$ cat src/rtl/core/dfcm_pkg.sv
// Shared constants and types for the DFCM double compressor.
package dfcm_pkg;

    localparam int HASH_BITS  = 16;
    localparam int ROWS       = 1 << HASH_BITS;
    localparam int VAL_W      = 64;
    localparam int ROW_W      = 2 * VAL_W;
    localparam int HASH_W     = 20;
    localparam int TOP_SHIFT  = 50;
    localparam int TOP_W      = VAL_W - TOP_SHIFT;
    localparam int DROP_SHIFT = 10;
    localparam int HASH_SHIFT = 5;
    localparam int BYTES_W    = 40;
    localparam int VALUES_W   = 37;
    localparam int NIB_W      = 4;
    localparam int BYTE_W     = 8;

    typedef enum logic [1:0] {
        ST_CLEAR,
        ST_RUN,
        ST_DRAIN
    } t_state;

    // residual transfer from the predictor pipeline to the packer
    typedef struct packed {
        logic [VAL_W-1:0] x;
        logic             last;
    } t_resid;

endpackage

$ cat src/rtl/core/dfcm_packer.sv
// Nibble packer: leading-zero code, residual bytes, flush and stream totals.
module dfcm_packer (
    input  logic                          i_clk,
    input  logic                          i_rst_n,
    input  logic                          i_res_valid,
    output logic                          o_res_ready,
    input  dfcm_pkg::t_resid              i_res,
    output logic                          o_out_valid,
    input  logic                          i_out_ready,
    output logic [dfcm_pkg::BYTE_W-1:0]   o_out_byte,
    output logic                          o_item_end,
    output logic                          o_stream_end,
    output logic [dfcm_pkg::BYTES_W-1:0]  o_stream_bytes,
    output logic                          o_expanded
);
    import dfcm_pkg::*;

    function automatic logic [NIB_W-1:0] lead_zero_nibbles(input logic [VAL_W-1:0] x);
        logic [NIB_W-1:0] hi;
        hi = '0;
        for (int i = 0; i < VAL_W / NIB_W; i++) begin
            if (x[NIB_W*i +: NIB_W] != '0) begin
                hi = NIB_W'(i);
            end
        end
        return ~hi;
    endfunction

    logic              r_busy;
    logic [VAL_W-1:0]  r_word;
    logic [3:0]        r_rem;
    logic              r_odd;
    logic              r_last;
    logic              r_pend_vld;
    logic [NIB_W-1:0]  r_pend_nib;
    logic [BYTES_W-1:0]  r_bytes;
    logic [VALUES_W-1:0] r_vals;

    logic out_free, load, busy_emit, emit, emit_iend, emit_send, flush;
    logic [NIB_W-1:0]  lz;
    logic [4:0]        n_nib, c_nib;
    logic [VAL_W-1:0]  ld_word;
    logic [3:0]        ld_rem;
    logic [BYTE_W-1:0] first_byte, emit_byte;
    logic [BYTES_W-1:0]  bytes_inc;
    logic [VALUES_W-1:0] vals_inc;

    assign out_free    = !o_out_valid || i_out_ready;
    assign o_res_ready = !r_busy && out_free;
    assign load        = i_res_valid && o_res_ready;
    assign busy_emit   = r_busy && out_free;
    assign emit        = load || busy_emit;

    // load: count nibble and first byte go out at once
    assign lz    = lead_zero_nibbles(i_res.x);
    assign n_nib = 5'd16 - 5'(lz);

    always_comb begin
        if (r_pend_vld) begin
            first_byte = {r_pend_nib, lz};
            ld_word    = i_res.x;
            c_nib      = n_nib;
        end else begin
            first_byte = {lz, i_res.x[NIB_W-1:0]};
            ld_word    = i_res.x >> NIB_W;
            c_nib      = n_nib - 5'd1;
        end
    end

    assign ld_rem = 4'(c_nib >> 1) + 4'(i_res.last & c_nib[0]);

    // last odd nibble of a final item goes out alone in the high half
    assign flush     = (r_rem == 4'd1) && r_last && r_odd;
    assign emit_byte = load ? first_byte
                     : (flush ? {r_word[NIB_W-1:0], 4'h0} : r_word[BYTE_W-1:0]);
    assign emit_iend = load ? (ld_rem == '0) : (r_rem == 4'd1);
    assign emit_send = emit_iend && (load ? i_res.last : r_last);

    assign bytes_inc = r_bytes + 1'b1;
    assign vals_inc  = r_vals + 1'b1;

    always_ff @(posedge i_clk) begin
        if (!i_rst_n) begin
            r_busy     <= 1'b0;
            r_pend_vld <= 1'b0;
            r_bytes    <= '0;
            r_vals     <= '0;
        end else begin
            if (load) begin
                r_busy <= (ld_rem != '0);
                if (ld_rem == '0) begin
                    r_pend_vld <= c_nib[0] && !i_res.last;
                end else begin
                    r_pend_vld <= 1'b0;
                end
            end else if (busy_emit && r_rem == 4'd1) begin
                r_busy     <= 1'b0;
                r_pend_vld <= r_odd && !r_last;
            end
            if (emit) begin
                if (emit_send) begin
                    r_bytes <= '0;
                    r_vals  <= '0;
                end else begin
                    r_bytes <= bytes_inc;
                    if (emit_iend) begin
                        r_vals <= vals_inc;
                    end
                end
            end
        end
    end

    always_ff @(posedge i_clk) begin
        if (load) begin
            r_word     <= ld_word;
            r_rem      <= ld_rem;
            r_odd      <= c_nib[0];
            r_last     <= i_res.last;
            r_pend_nib <= ld_word[NIB_W-1:0];
        end else if (busy_emit) begin
            r_rem <= r_rem - 4'd1;
            if (!flush) begin
                r_word <= r_word >> BYTE_W;
            end
            r_pend_nib <= r_word[BYTE_W +: NIB_W];
        end
    end

    // output register
    always_ff @(posedge i_clk) begin
        if (!i_rst_n) begin
            o_out_valid <= 1'b0;
        end else if (emit) begin
            o_out_valid <= 1'b1;
        end else if (i_out_ready) begin
            o_out_valid <= 1'b0;
        end
    end

    always_ff @(posedge i_clk) begin
        if (emit) begin
            o_out_byte     <= emit_byte;
            o_item_end     <= emit_iend;
            o_stream_end   <= emit_send;
            o_stream_bytes <= emit_send ? bytes_inc : '0;
            o_expanded     <= emit_send && (bytes_inc >= {vals_inc, 3'b000});
        end
    end

    a_busy_rem: assert property (@(posedge i_clk) disable iff (!i_rst_n)
        r_busy |-> (r_rem != '0))
        else $error("packer busy with no bytes left");

    a_pend_consumed: assert property (@(posedge i_clk) disable iff (!i_rst_n)
        r_busy |-> !r_pend_vld)
        else $error("pending nibble kept while an item is being packed");

    a_stream_end_item: assert property (@(posedge i_clk) disable iff (!i_rst_n)
        (o_out_valid && o_stream_end) |-> o_item_end)
        else $error("stream end on a byte that does not close its item");

    a_reset_after_end: assert property (@(posedge i_clk) disable iff (!i_rst_n)
        (emit && emit_send) |=> (r_bytes == '0 && r_vals == '0 && !r_pend_vld))
        else $error("stream totals not cleared after the final byte");

endmodule

$ cat config.mk
export PLATFORM = sky130hd
export DESIGN_NAME = dfcm_packer
export DESIGN_NICKNAME = d
export VERILOG_FILES = /design/src/rtl/core/dfcm_pkg.sv /design/src/rtl/core/dfcm_packer.sv
export SDC_FILE = /design/constraint.sdc
export NUM_CORES = 1
export LEC_CHECK = 0
export ABC_CLOCK_PERIOD_IN_PS = 5400
export BUFFER_PORTS_ARGS = -buffer_cell sky130_fd_sc_hd__buf_2
export CORE_ASPECT_RATIO = 1.5
export CORE_MARGIN = 2
export CORE_UTILIZATION = 55
export DETAILED_ROUTE_END_ITERATION = 8
export HOLD_SLACK_MARGIN = 0.08
export PLACE_DENSITY = 0.8
export SYNTH_ARGS = -nofsm -noshare
export SYNTH_HDL_FRONTEND = slang
export SYNTH_SLANG_ARGS = --single-unit
export TNS_END_PERCENT = 20
$ cat constraint.sdc
create_clock -name i_clk -period 5.4 [get_ports i_clk]
set_clock_uncertainty 0.1 [all_clocks]
set_input_delay 0.54 -clock i_clk [delete_from_list [all_inputs] [get_ports i_clk]]
set_output_delay 0.54 -clock i_clk [all_outputs]
set_load 0.03 [all_outputs]
* Yosys cells after proc, flatten, opt, wreduce, memory -nomap -nowiden
Cells that the tools add are included.
Operators by class: muxes and demuxes 39, reductions and logical operators 39, bitwise logic cells 2, add/sub/neg operators 6, $lt $le $gt $ge 1, equal/unequal tests 2
Operator list (count):
- 2-to-1 mux 64 bit | 4
- 2-to-1 mux 37 bit | 2
- nonzero test 4 bit | 16
- 2-to-1 mux 4 bit | 15
- adder 40 x 1 -> 40 bit (second input constant) | 1
- >= comparator 40 bit | 1
- 2-to-1 mux 40 bit | 1
- adder 37 x 1 -> 37 bit (second input constant) | 1
- 2-to-1 mux 8 bit | 3
- logical AND 1 bit | 10
- 2-to-1 mux 1 bit | 10
- nonzero test 2 bit | 4
- 2-to-1 mux 5 bit | 1
- subtractor 5 x 1 -> 5 bit (second input constant) | 1
- subtractor 5 x 4 -> 5 bit (first input constant) | 1
- adder 4 x 1 -> 4 bit | 1
- equality test 4 x 1 -> 1 bit (second input constant) | 1
- logical NOT 1 bit | 4
- logical NOT 4 bit | 1
- 2-to-1 mux 2 bit | 2
- inverter 4 bit | 1
- AND reduction 2 bit | 2
- subtractor 4 x 1 -> 4 bit (second input constant) | 1
- 2-to-1 mux 3 bit | 1
- 3 further kinds | 4
Storage, ports and cells: bits in registers 205, output and inout port bits 53, bits of input ports 69

* Logic depth before layout (Yosys ltp)
Gate-level depths: netlist of the first run.
depth after elaboration 27, depth in mapped cells 19, mapped depth without buffers 18

* Least setup slack after synthesis of the first run
Ideal clock, no wire load.
path kind input-to-reg, start point input i_out_ready, end point register r_word[0] (enable), setup slack 449 ps, data arrival time 4344 ps, data required time 4793 ps, library setup time 507 ps, buffers on the path 2, stages on the path 5, cells stage by stage nor2b_1 > or2_2 > clkbuf_1 > clkbuf_1 > a21oi_1
Between the ends: cells in the longest elaborated chain, start to end 5, elaborated cells between the ends (all ways) 7, those cells by class eq/ne: 1; reduce/logical: 6
RTL lines:
- start: declaration | RTL line dfcm_packer.sv:9 | input logic i_out_ready,
- logical OR 1 bit * | RTL line dfcm_packer.sv:48 | assign out_free = !o_out_valid || i_out_ready;
- logical AND 1 bit | RTL line dfcm_packer.sv:49 | assign o_res_ready = !r_busy && out_free;
- logical AND 1 bit | RTL line dfcm_packer.sv:50 | assign load = i_res_valid && o_res_ready;
- != test 2 bit (no source line) / nonzero test 2 bit (equally long branches)
- AND reduction 2 bit (no source line) *
- end signal: assignment | RTL line dfcm_packer.sv:116 | r_word <= ld_word;
- end signal: assignment | RTL line dfcm_packer.sv:124 | r_word <= r_word >> BYTE_W;
- end: declaration | RTL line dfcm_packer.sv:30 | logic [VAL_W-1:0] r_word;
Mark *: on every way between the ends. The rest lies on a longest branch, timed or not. A chain may end at the register's enable or synchronous reset.

* Final worst setup path of the first run
start point register r_bytes[0], end point register o_expanded, data pin
Between the ends: cells in the longest elaborated chain, start to end 3
RTL lines:
- start: declaration | RTL line dfcm_packer.sv:36 | logic [BYTES_W-1:0] r_bytes;
- start signal: assignment | RTL line dfcm_packer.sv:105 | r_bytes <= bytes_inc;
- adder 40 x 1 -> 40 bit | RTL line dfcm_packer.sv:79 | assign bytes_inc = r_bytes + 1'b1;
- named net bytes_inc[32] | RTL line dfcm_packer.sv:45 | logic [BYTES_W-1:0] bytes_inc;
- >= comparator 40 bit | RTL line dfcm_packer.sv:147 | o_expanded <= emit_send && (bytes_inc >= {vals_inc, 3'b000});
- logical AND 1 bit | RTL line dfcm_packer.sv:147
- end signal: assignment | RTL line dfcm_packer.sv:147
- end: declaration | RTL line dfcm_packer.sv:14 | output logic o_expanded
The timed path passes the listed nets, and every way through them passes these cells.

==> flow_metrics.py, run 1 <==
metrics = {
    "timing": {
        "fin_crit_sh_pct": 86.75,
        "worst_pin_slew_ns": 0.9310,
        "hold_violations": 0,
        "tns_ns": 0,
        "setup_viol_count_final": 0,
        "period_minus_slack_ns": 4.685,
        "relSlewSlack_pct": 37.78,
        "rsz0062_at_grt": "false",
        "drv_slew": 0,
        "max_freq_mhz": 213.5,
    },
    "critical_path": {
        "path_cells": "ha_1 -> nand3_1 -> nor4_1 -> nand4_1 -> nor2_1 -> nand2_1 -> nor2_1 -> xor2_1 -> ha_1 -> a21o_1 -> a21o_1 -> a21o_1 -> a21oi_1 -> nor2b_1 -> o21ai_0 -> nand2b_1 -> a21oi_1 -> a41oi_1",
        "rr_endpoint": "o_expanded",
        "cpPeakStageDelay_ns": 0.64,
        "setup.worst_path.end_class": "register",
        "startpoint_type": "register",
        "ff2ff_path_depth": 18,
        "r2r-start": "r_bytes[0]",
        "regToRegSetupSlack_ns": 0.72,
        "cp.required_ns": 5.52,
        "cp_slowest_cell": "nor4_1",
        "critPathArrivalTime_ns": 4.80,
        "path_max_fanout": 7,
        "worst-path-buf-inv": 0,
        "crit_top_cell": "a21o_1",
        "worstSetupPathType": "register to register",
        "path_delay_family": "simple AND/OR/NAND/NOR gates",
    },
    "synthesis": {
        "yosysTopAreaCellShare_pct": 31.75,
        "syn_area_per_cell_um2": 9.947,
        "synth-compound-area-share_pct": 13.20,
        "synth_ff_type": "edfxtp_1",
        "synth_top_area_cell": "edfxtp_1",
        "synth_fp_nets": 1293,
        "synth_area_mm2": 0.01173,
        "async_flop_share_pct": 0,
        "synth-edff-count": 124,
        "syn_inst": 1179,
        "synth_top_family_by_area": "simple AND/OR/NAND/NOR gates",
        "yosys.area_share.simple_pct": 19.44,
        "yosysWarnings": 0,
        "ys_ff_latch": 205,
        "ys_types": 67,
        "synthAdderAreaFrac_pct": 4.801,
        "synthXorXnorAreaFrac_pct": 8.428,
        "synthMuxAreaShare_pct": 5.633,
        "ys_top_cells_by_area": "edfxtp_1 (32%), dfxtp_1 (14%), mux2i_1 (5.6%), ha_1 (4.8%), xor2_1 (4.3%)",
        "yosysSeqAreaShare_pct": 45.58,
    },
    "detailed_routing": {
        "wirelength_um": 28560,
        "num_vias": 9379,
        "route.detailed.drc": 0,
        "ant_nets": 0,
        "drt_iter0_drc": 638,
        "wl_per_cell_um": 18.27,
        "firstDrtPassIters": 5,
        "post_drt_via_cell_ratio": 6.001,
    },
    "power_and_ir_drop": {
        "p_leak_nw": 5.080,
        "seqPwrFrac_pct": 47.9,
        "peakVddDrop_v": 0.0002379,
        "clkPwrFrac_pct": 35.8,
        "power.share.switching_pct": 28.67,
        "pwr-share-comb_pct": 16.4,
        "total_power_mw": 4.007,
        "switching_power_mw": 1.149,
        "p_int_mw": 2.858,
        "cellPowerDensity_mw_per_mm2": 301.9,
    },
    "layout": {
        "final_nets": 1395,
        "antenna_cells": 0,
        "final_cells": 1563,
        "syn_to_final_growth_pct": 13.17,
        "seq_area_mm2": 0.005349,
        "final_cell_mix": "nand2_1 (132), edfxtp_1 (124), buf_2 (121), nor2_1 (93), o21ai_0 (81)",
        "final_common_cell": "nand2_1",
        "drive_above_1_share_pct": 16.99,
        "n_fill_cell": 1710,
        "multi_input_area_mm2": 0.006062,
    },
    "cts": {
        "cts_resized": 0,
        "clock-sinks": 205,
        "cts_setup_buffers": 0,
        "clkLatencyLatePin_ns": 0.50,
        "cts.htree.levels": 1,
        "numCtsBuffers": 21,
        "holdBufCountCts": 0,
        "root_buffer": "clkbuf_16",
        "cts_tree": "done",
        "cts_buffer_depth": 3,
        "path_clk_slew_ns": 0.06,
    },
    "die": {
        "dieHeight_um": 182.8,
        "coreArea_mm2": 0.02098,
        "row_count": 65,
        "pin_count": 122,
        "start_util_pct": 55.89,
        "die_w_um": 123.2,
        "dieArea_mm2": 0.02253,
    },
    "placed_design": {
        "place_inst": 1526,
        "dp_hpwl_um": 20330,
        "gp_congestion": 0.9069,
        "port_buffers": 121,
    },
    "hold_path": {
        "hold_path_depth": 3,
        "hp-start": "i_res_valid",
        "hp-class": "primary input to register",
        "hold_end": "o_out_valid",
    },
    "global_route": {
        "track_usage_pct": 25.67,
        "antenna_found_initial": 0,
        "grt_pass1_vias": 9304,
        "globalRoute.totalOverflow": 0,
        "grt_pass1_wl_um": 46150,
        "grt_max_degree": 82,
    },
    "outcome": {
        "status": "complete, no violations",
    },
    "run": {
        "drv_cap": 0,
    },
}
## routing by layer
layer  wire [um]  up-vias  GRT usage [%]
met5           0        -              0
met4        1304        0          12.09
met3        1640       88          3.203
met2       14860      345          45.01
met1       10750     4458          30.76
li1            -     4488              -
## cells by family (layout without fill, tap and decap cells)
group,Yosys count,in the layout
buffers and inverters,83,199
XOR/XNOR,112,112
AND/OR/NAND/NOR,443,443
adder cells (fa/ha/maj),45,45
multiplexers,66,66
flip-flops,205,205
AO/OA/AOI/OAI,225,225
## cell usage after synthesis (all sizes together), types with 4 or more instances
cell	instances
a211oi	4
a21o	10
a21oi	33
a31o	4
a31oi	6
and2	48
and3	21
and4	8
buf	22
clkbuf	43
dfxtp	81
edfxtp	124
ha	45
inv	17
mux2i	66
nand2	134
nand2b	6
nand3	43
nand4	22
nor2	93
nor2b	5
nor3	19
nor4	22
o2111ai	6
o211ai	26
o21ai	95
o31ai	18
o41ai	7
or2	4
or4	9
xnor2	53
xor2	59
## registers in the layout (all words and copies together), names as in the netlist
signal,count
o_out_valid,1
o_item_end,1
o_out_byte,8
r_last,1
r_pend_vld,1
r_pend_nib,4
r_rem,4
o_stream_bytes,40
r_bytes,40
r_vals,37
r_odd,1
o_expanded,1
r_word,64
o_stream_end,1
r_busy,1
## per-stage QoR
stage	hold slack, ns	utilization, %	area [um^2]	worst slack [ns]
2_1_floorplan	0.3554	-	11730	0.4487
3_3_place_gp	0.3716	60.07	12600	0.4982
3_5_place_dp	0.3822	60.07	12600	0.3744
4_1_cts	0.2251	63.25	13270	0.7471
5_1_grt	0.2905	63.25	13270	0.3022
6_report	0.2320	63.25	13270	0.7153
## power by group through the flow
| stage | Sequential [mW] | Combinational, mW | Clock, mW |
|---|---|---|---|
| 3_5_place_dp | 1.95 | 0.652 | 0 |
| 5_1_grt | 1.93 | 0.720 | 1.51 |
| 6_report | 1.92 | 0.655 | 1.43 |
| 4_1_cts | 1.92 | 0.655 | 1.45 |
| 3_3_place_gp | 1.94 | 0.638 | 0 |
| 2_1_floorplan | 2.01 | 0.380 | 0 |
## worst reg2reg max path: stages, from the launching register on
cell and delay [ns]:
dfxtp_1 0.47, ha_1 0.25, nand3_1 0.23, nor4_1 0.64, nand4_1 0.38, nor2_1 0.36
nand2_1 0.17, nor2_1 0.14, xor2_1 0.13, ha_1 0.22, a21o_1 0.16, a21o_1 0.18
a21o_1 0.18, a21oi_1 0.14, nor2b_1 0.07, o21ai_0 0.14, nand2b_1 0.07, a21oi_1 0.20
a41oi_1 0.17
## worst max-delay path by stage
| stage | end | start | depth (start not counted) | slack (ns) |
|---|---|---|---|---|
| after floorplan | r_word[0] | i_out_ready | 5 | 0.45 |
| after global placement | r_vals[22] | i_res[9] | 16 | 0.50 |
| after detailed placement | r_vals[10] | i_res[57] | 16 | 0.37 |
| after CTS | o_expanded | r_bytes[0] | 18 | 0.75 |
| after global routing | o_expanded | r_bytes[0] | 18 | 0.30 |
| final | o_expanded | r_bytes[0] | 18 | 0.72 |
## final cells by class
class / count / share of cell area (%)
Sequential cell: 205 / 40.30
Clock buffer: 24 / 4.356
Multi-Input combinational cell: 891 / 45.68
Inverter: 18 / 0.5091
Clock inverter: 13 / 0.6694
Timing Repair Buffer: 144 / 5.958
Tap cell: 268 / 2.527
Note: power is estimated with default switching activity, not from simulation.
==> run 2: changes to the inputs <==
Settings changed: CORE_UTILIZATION 55 to 40, PLACE_DENSITY 0.8 to 0.63, RECOVER_POWER set to 50.
==> run 2 against run 1 <==
Effect of this change:
- the run now ends with max-capacitance violations, max-slew violations left
- sequential share of layout area is 0.36 points lower
- critical path depth down 2
- clock power up 6%
- power up 1.8%
- cell count is 8.0% higher
- hold slack lost 0.037 ns
- die area grew 36%
- critical path type is now primary input to register
- global-route usage shrank 6.3 points
- design area increased by 0.90%
- register-to-register slack better by 0.06 ns
- combinational power shrank 1%
- sequential power barely moved
==> flow_metrics.py, run 2 (synthesized netlist as in run 1, its figures left out) <==
metrics = {
    "hold_path": {
        "hp-class": "primary input to register",
    },
    "placed_design": {
        "port_buffers": 121,
        "gp_congestion": 0.8475,
        "place_inst": 1647,
        "dp_hpwl_um": 21250,
    },
    "global_route": {
        "antenna_found_initial": 0,
        "met1_usage_pct": 22.35,
        "track_usage_pct": 19.36,
        "grt_pass1_wl_um": 47040,
        "grt_util_met2_pct": 36.47,
        "grt_use_met3_pct": 2.546,
        "grt_max_degree": 74,
        "busiest_layer": "met2",
        "globalRoute.totalOverflow": 0,
        "grt_pass1_vias": 9104,
    },
    "layout": {
        "drive_above_1_share_pct": 12.40,
        "largest_reg_flops": 64,
        "reg.largest.list": "r_word (64), o_stream_bytes (40), r_bytes (40)",
        "final_nets": 1396,
        "final_cell_mix": "nand2_1 (132), edfxtp_1 (124), nor2_1 (93), o21ai_0 (81), dfxtp_1 (80)",
        "final_common_cell": "nand2_1",
        "n_fill_cell": 2779,
        "final_cells": 1688,
        "antenna_cells": 0,
        "syn_to_final_growth_pct": 14.19,
        "top_register": "r_word",
    },
    "critical_path": {
        "worstSetupPathType": "primary input to register",
        "critPathArrivalTime_ns": 4.99,
        "path_max_fanout": 18,
        "setup.worst_path.end_class": "register",
        "cp.required_ns": 5.72,
        "startpoint_type": "primary input",
    },
    "power_and_ir_drop": {
        "p_leak_nw": 4.906,
        "cellPowerDensity_mw_per_mm2": 304.7,
        "peakVddDrop_v": 0.0002287,
    },
    "cts": {
        "path_clk_slew_ns": 0.06,
        "cts.htree.levels": 1,
        "cts_resized": 0,
        "clock-sinks": 205,
        "numCtsBuffers": 23,
        "cts_setup_buffers": 0,
        "cts_tree": "done",
        "holdBufCountCts": 0,
        "cts_buffer_depth": 3,
        "root_buffer": "clkbuf_16",
        "clkLatencyLatePin_ns": 0.52,
    },
    "timing": {
        "fin_crit_sh_pct": 86.49,
        "max_freq_mhz": 214.1,
        "tns_ns": 0,
        "period_minus_slack_ns": 4.671,
        "worst_pin_slew_ns": 2.558,
        "relSlewSlack_pct": -70.57,
        "hold_violations": 0,
        "setup_viol_count_final": 0,
        "rsz0062_at_grt": "false",
        "drv_slew": 139,
    },
    "detailed_routing": {
        "drt_iter0_drc": 544,
        "post_drt_via_cell_ratio": 5.364,
        "num_vias": 9055,
        "ant_nets": 0,
        "firstDrtPassIters": 5,
        "wl_per_cell_um": 17.62,
        "wirelength_um": 29740,
        "route.detailed.drc": 0,
    },
    "outcome": {
        "status": "complete, but fails checks",
        "violations": "max-capacitance violations, max-slew violations",
    },
    "die": {
        "row_count": 76,
        "coreArea_mm2": 0.02881,
        "dieHeight_um": 213.7,
        "die_w_um": 143.8,
        "pin_count": 122,
        "dieArea_mm2": 0.03073,
        "start_util_pct": 40.70,
    },
    "run": {
        "drv_cap": 4,
    },
}
-- run 2: changes by cell type in the layout (fill, tap and decap cells not counted), sizes merged --
cell	before	now
bufinv	1	0
clkbuf	24	91
clkinv	12	7
inv	17	18
buf	144	85
-- run 2: path summary, 6_finish.rpt --
| path | start | end | slack, ns | cells after the start |
|---|---|---|---|---|
| worst max-delay path | i_res[57] | r_vals[33] | 0.73 | 16 |
| worst max register to register | r_busy | r_bytes[37] | 0.78 | 8 |
| worst min-delay path | i_res_valid | o_out_valid | 0.20 | 3 |
| worst min register to register | r_bytes[12] | r_bytes[12] | 0.39 | 2 |
-- run 2: cell type report --
class | count | area [um^2] | share of cell area (%)
well taps | 390 | 488.0 | 3.644
repair buffers | 143 | 704.4 | 5.260
clock inverters | 8 | 46.29 | 0.3457
clock buffers | 33 | 674.4 | 5.036
flip-flops and latches | 205 | 5349 | 39.94
inverters | 18 | 67.56 | 0.5045
multi-input cells | 891 | 6062 | 45.27
-- run 2: routing by layer --
| metal | up-vias | share of wire [%] | wire length (um) |
|---|---|---|---|
| li1 | 4498 | - | - |
| met1 | 4320 | 40 | 11910 |
| met2 | 192 | 53 | 15830 |
| met3 | 45 | 4.1 | 1206 |
| met4 | 0 | 2.7 | 792 |
| met5 | - | 0 | 0 |
-- run 2: critical path, stage by stage --
cell and delay (ns):
clkbuf_1 0.13, or4_1 0.61, o21ai_0 0.22, a211oi_1 0.10, nor2_1 0.35, nor2_1 0.09, or2_2 0.31, and2_0 0.16
ha_1 0.21, ha_1 0.31, or3_1 0.39, a311oi_2 0.38, a311oi_4 0.21, buf_4 0.30, or4b_1 0.50, a21oi_1 0.17
-- run 2: through the flow --
| step | hold WS [ns] | setup WS, ns | utilization, % | instance area (um^2) | total power [mW] |
|---|---|---|---|---|---|
| detailed placement | 0.3904 | 0.3009 | 44.25 | 12750 | 2.613 |
| global route | 0.2021 | 0.5626 | 46.48 | 13390 | 4.256 |
| floorplan | 0.3554 | 0.4487 | - | 11730 | 2.387 |
| finish | 0.1952 | 0.7294 | 46.48 | 13390 | 4.081 |
| CTS | 0.1797 | 0.8222 | 46.75 | 13470 | 4.136 |
| global placement | 0.3769 | 0.3820 | 44.25 | 12750 | 2.599 |
-- run 2: power breakdown --
group,internal (mW),switching (mW),leakage [nW]
combinational,0.188,0.458,2.64
clock,0.869,0.644,0.357
sequential,1.85,0.0717,1.91
total,2.91,1.17,4.91
==> run 3: changes to the inputs <==
Settings changed: ABC_CLOCK_PERIOD_IN_PS 5400 to 4800.
Clock period 5.4 ns to 4.8 ns, I/O delays scaled along.
==> run 3 against run 2 <==
Effect of this change:
- the run still ends with max-capacitance violations, max-slew violations left
- die area did not move
- register-to-register slack got worse by 0.28 ns
- sequential cell count did not move
- design area rose by 1.9%
- routed wire length rose by 0.50%
- setup slack got worse by 0.35 ns
- count of clock-buffer cells in the layout fell by 4
- utilization rose by 0.89 points
==> flow_metrics.py, run 3 (synthesized netlist as in run 1, its figures left out) <==
metrics = {
    "cts": {
        "root_buffer": "clkbuf_16",
        "numCtsBuffers": 22,
        "cts_buffer_depth": 3,
        "cts_tree": "done",
        "cts_resized": 0,
        "clkLatencyLatePin_ns": 0.52,
        "holdBufCountCts": 0,
        "clock-sinks": 205,
        "cts.htree.levels": 1,
        "cts_setup_buffers": 0,
        "path_clk_slew_ns": 0.06,
    },
    "die": {
        "coreArea_mm2": 0.02881,
        "dieHeight_um": 213.7,
        "pin_count": 122,
        "die_w_um": 143.8,
        "row_count": 76,
        "dieArea_mm2": 0.03073,
        "start_util_pct": 40.70,
    },
    "detailed_routing": {
        "firstDrtPassIters": 5,
        "num_vias": 9252,
        "ant_nets": 0,
        "wirelength_um": 29890,
        "route.detailed.drc": 0,
        "wl_per_cell_um": 17.46,
        "post_drt_via_cell_ratio": 5.404,
        "drt_iter0_drc": 581,
    },
    "placed_design": {
        "dpl_cell_area_mm2": 0.01297,
        "dp_hpwl_um": 21890,
        "gp_congestion": 0.8855,
        "port_buffers": 121,
        "place_inst": 1672,
        "place_ws_ns": -0.1044,
    },
    "layout": {
        "top_register": "r_word",
        "largest_reg_flops": 64,
        "postLayoutCellArea_mm2": 0.01365,
        "reg.largest.list": "r_word (64), o_stream_bytes (40), r_bytes (40)",
        "drive_above_1_share_pct": 14.22,
        "final_cells": 1712,
        "final_nets": 1420,
        "antenna_cells": 0,
        "final_common_cell": "nand2_1",
        "final_cell_mix": "nand2_1 (133), edfxtp_1 (124), nor2_1 (93), o21ai_0 (81), dfxtp_1 (80)",
        "syn_to_final_growth_pct": 16.39,
    },
    "run": {
        "drv_cap": 2,
    },
    "power_and_ir_drop": {
        "peakVddDrop_v": 0.0002310,
        "seqPwrFrac_pct": 45.6,
        "cellPowerDensity_mw_per_mm2": 344.1,
        "power.share.switching_pct": 28.16,
        "pwr-share-comb_pct": 16.1,
        "p_int_mw": 3.374,
        "switching_power_mw": 1.322,
        "p_leak_nw": 5.057,
        "total_power_mw": 4.696,
        "clkPwrFrac_pct": 38.3,
    },
    "critical_path": {
        "critPathArrivalTime_ns": 4.76,
        "ff2ff_path_depth": 18,
        "regToRegSetupSlack_ns": 0.50,
        "r2r-start": "r_bytes[0]",
        "startpoint_type": "primary input",
        "rr_endpoint": "o_expanded",
        "cp.required_ns": 5.14,
        "worstSetupPathType": "primary input to register",
        "path_max_fanout": 13,
        "setup.worst_path.end_class": "register",
    },
    "timing": {
        "max_freq_mhz": 226.1,
        "drv_slew": 157,
        "hold_violations": 0,
        "fin_crit_sh_pct": 92.13,
        "setup_viol_count_final": 0,
        "period_minus_slack_ns": 4.422,
        "hold-worst-slack_ns": 0.1096,
        "relSlewSlack_pct": -42.62,
        "setup_ws_ns": 0.3778,
        "rsz0062_at_grt": "false",
        "worst_pin_slew_ns": 2.139,
    },
    "hold_path": {
        "hold_path_depth": 3,
        "hp-class": "primary input to register",
        "hold_end": "o_out_valid",
        "hp-start": "i_res_valid",
    },
    "global_route": {
        "grt_pass1_wl_um": 47450,
        "track_usage_pct": 19.57,
        "grt_max_degree": 132,
        "grt_pass1_vias": 9143,
        "globalRoute.totalOverflow": 0,
        "antenna_found_initial": 1,
    },
    "outcome": {
        "violations": "max-capacitance violations, max-slew violations",
        "status": "complete, but fails checks",
    },
}
run 3: area by class of cell:
cell class	count	area, um^2
fillers	2746	15160
repair buffers	168	934.6
inverters	18	67.56
flip-flops and latches	205	5349
well taps	390	488.0
multi-input cells	891	6051
clock buffers	29	618.1
clock inverters	11	141.4
run 3: worst max path at each step:
stage	startpoint	cells after the start	endpoint
6_report	i_res[9]	16	r_vals[10]
5_1_grt	i_res[9]	16	r_vals[10]
4_1_cts	i_res[9]	16	r_vals[10]
3_5_place_dp	i_res[9]	16	r_vals[10]
3_3_place_gp	i_res[9]	16	r_vals[12]
2_1_floorplan	i_res[9]	16	r_vals[3]
run 3: worst max-delay path, stage by stage:
cell,delay (ns)
buf_2,0.13
or4_1,0.55
o211ai_1,0.27
a211oi_1,0.16
nor2_1,0.28
nor2_1,0.09
or2_2,0.30
and2_1,0.16
ha_1,0.20
ha_1,0.31
or3_1,0.39
a311oi_2,0.40
a311oi_4,0.19
buf_12,0.23
or4_1,0.47
a21oi_1,0.15
run 3: power groups by stage:
stage                     logic, mW  registers [mW]  clock network, mW
after floorplan               0.428            2.26                  0
after global placement        0.767            2.17                  0
after detailed placement      0.774            2.18                  0
after CTS                     0.776            2.14               1.84
after global routing          0.832            2.16               1.89
final                         0.755            2.14               1.80
run 3: per-stage QoR:
stage | util, % | TNS, ns
2_1_floorplan | - | 0
3_3_place_gp | 45.03 | -0.01388
3_5_place_dp | 45.03 | -0.3123
4_1_cts | 47.67 | 0
5_1_grt | 47.37 | 0
6_report | 47.37 | 0
run 3: per-layer routing:
metal | track usage [%] | vias up | part of all wire (%)
met5 | 0 | - | 0.043
met4 | 9.669 | 2 | 4.8
met3 | 2.680 | 75 | 4.2
met2 | 35.34 | 233 | 51
met1 | 22.55 | 4401 | 40
li1 | - | 4541 | -
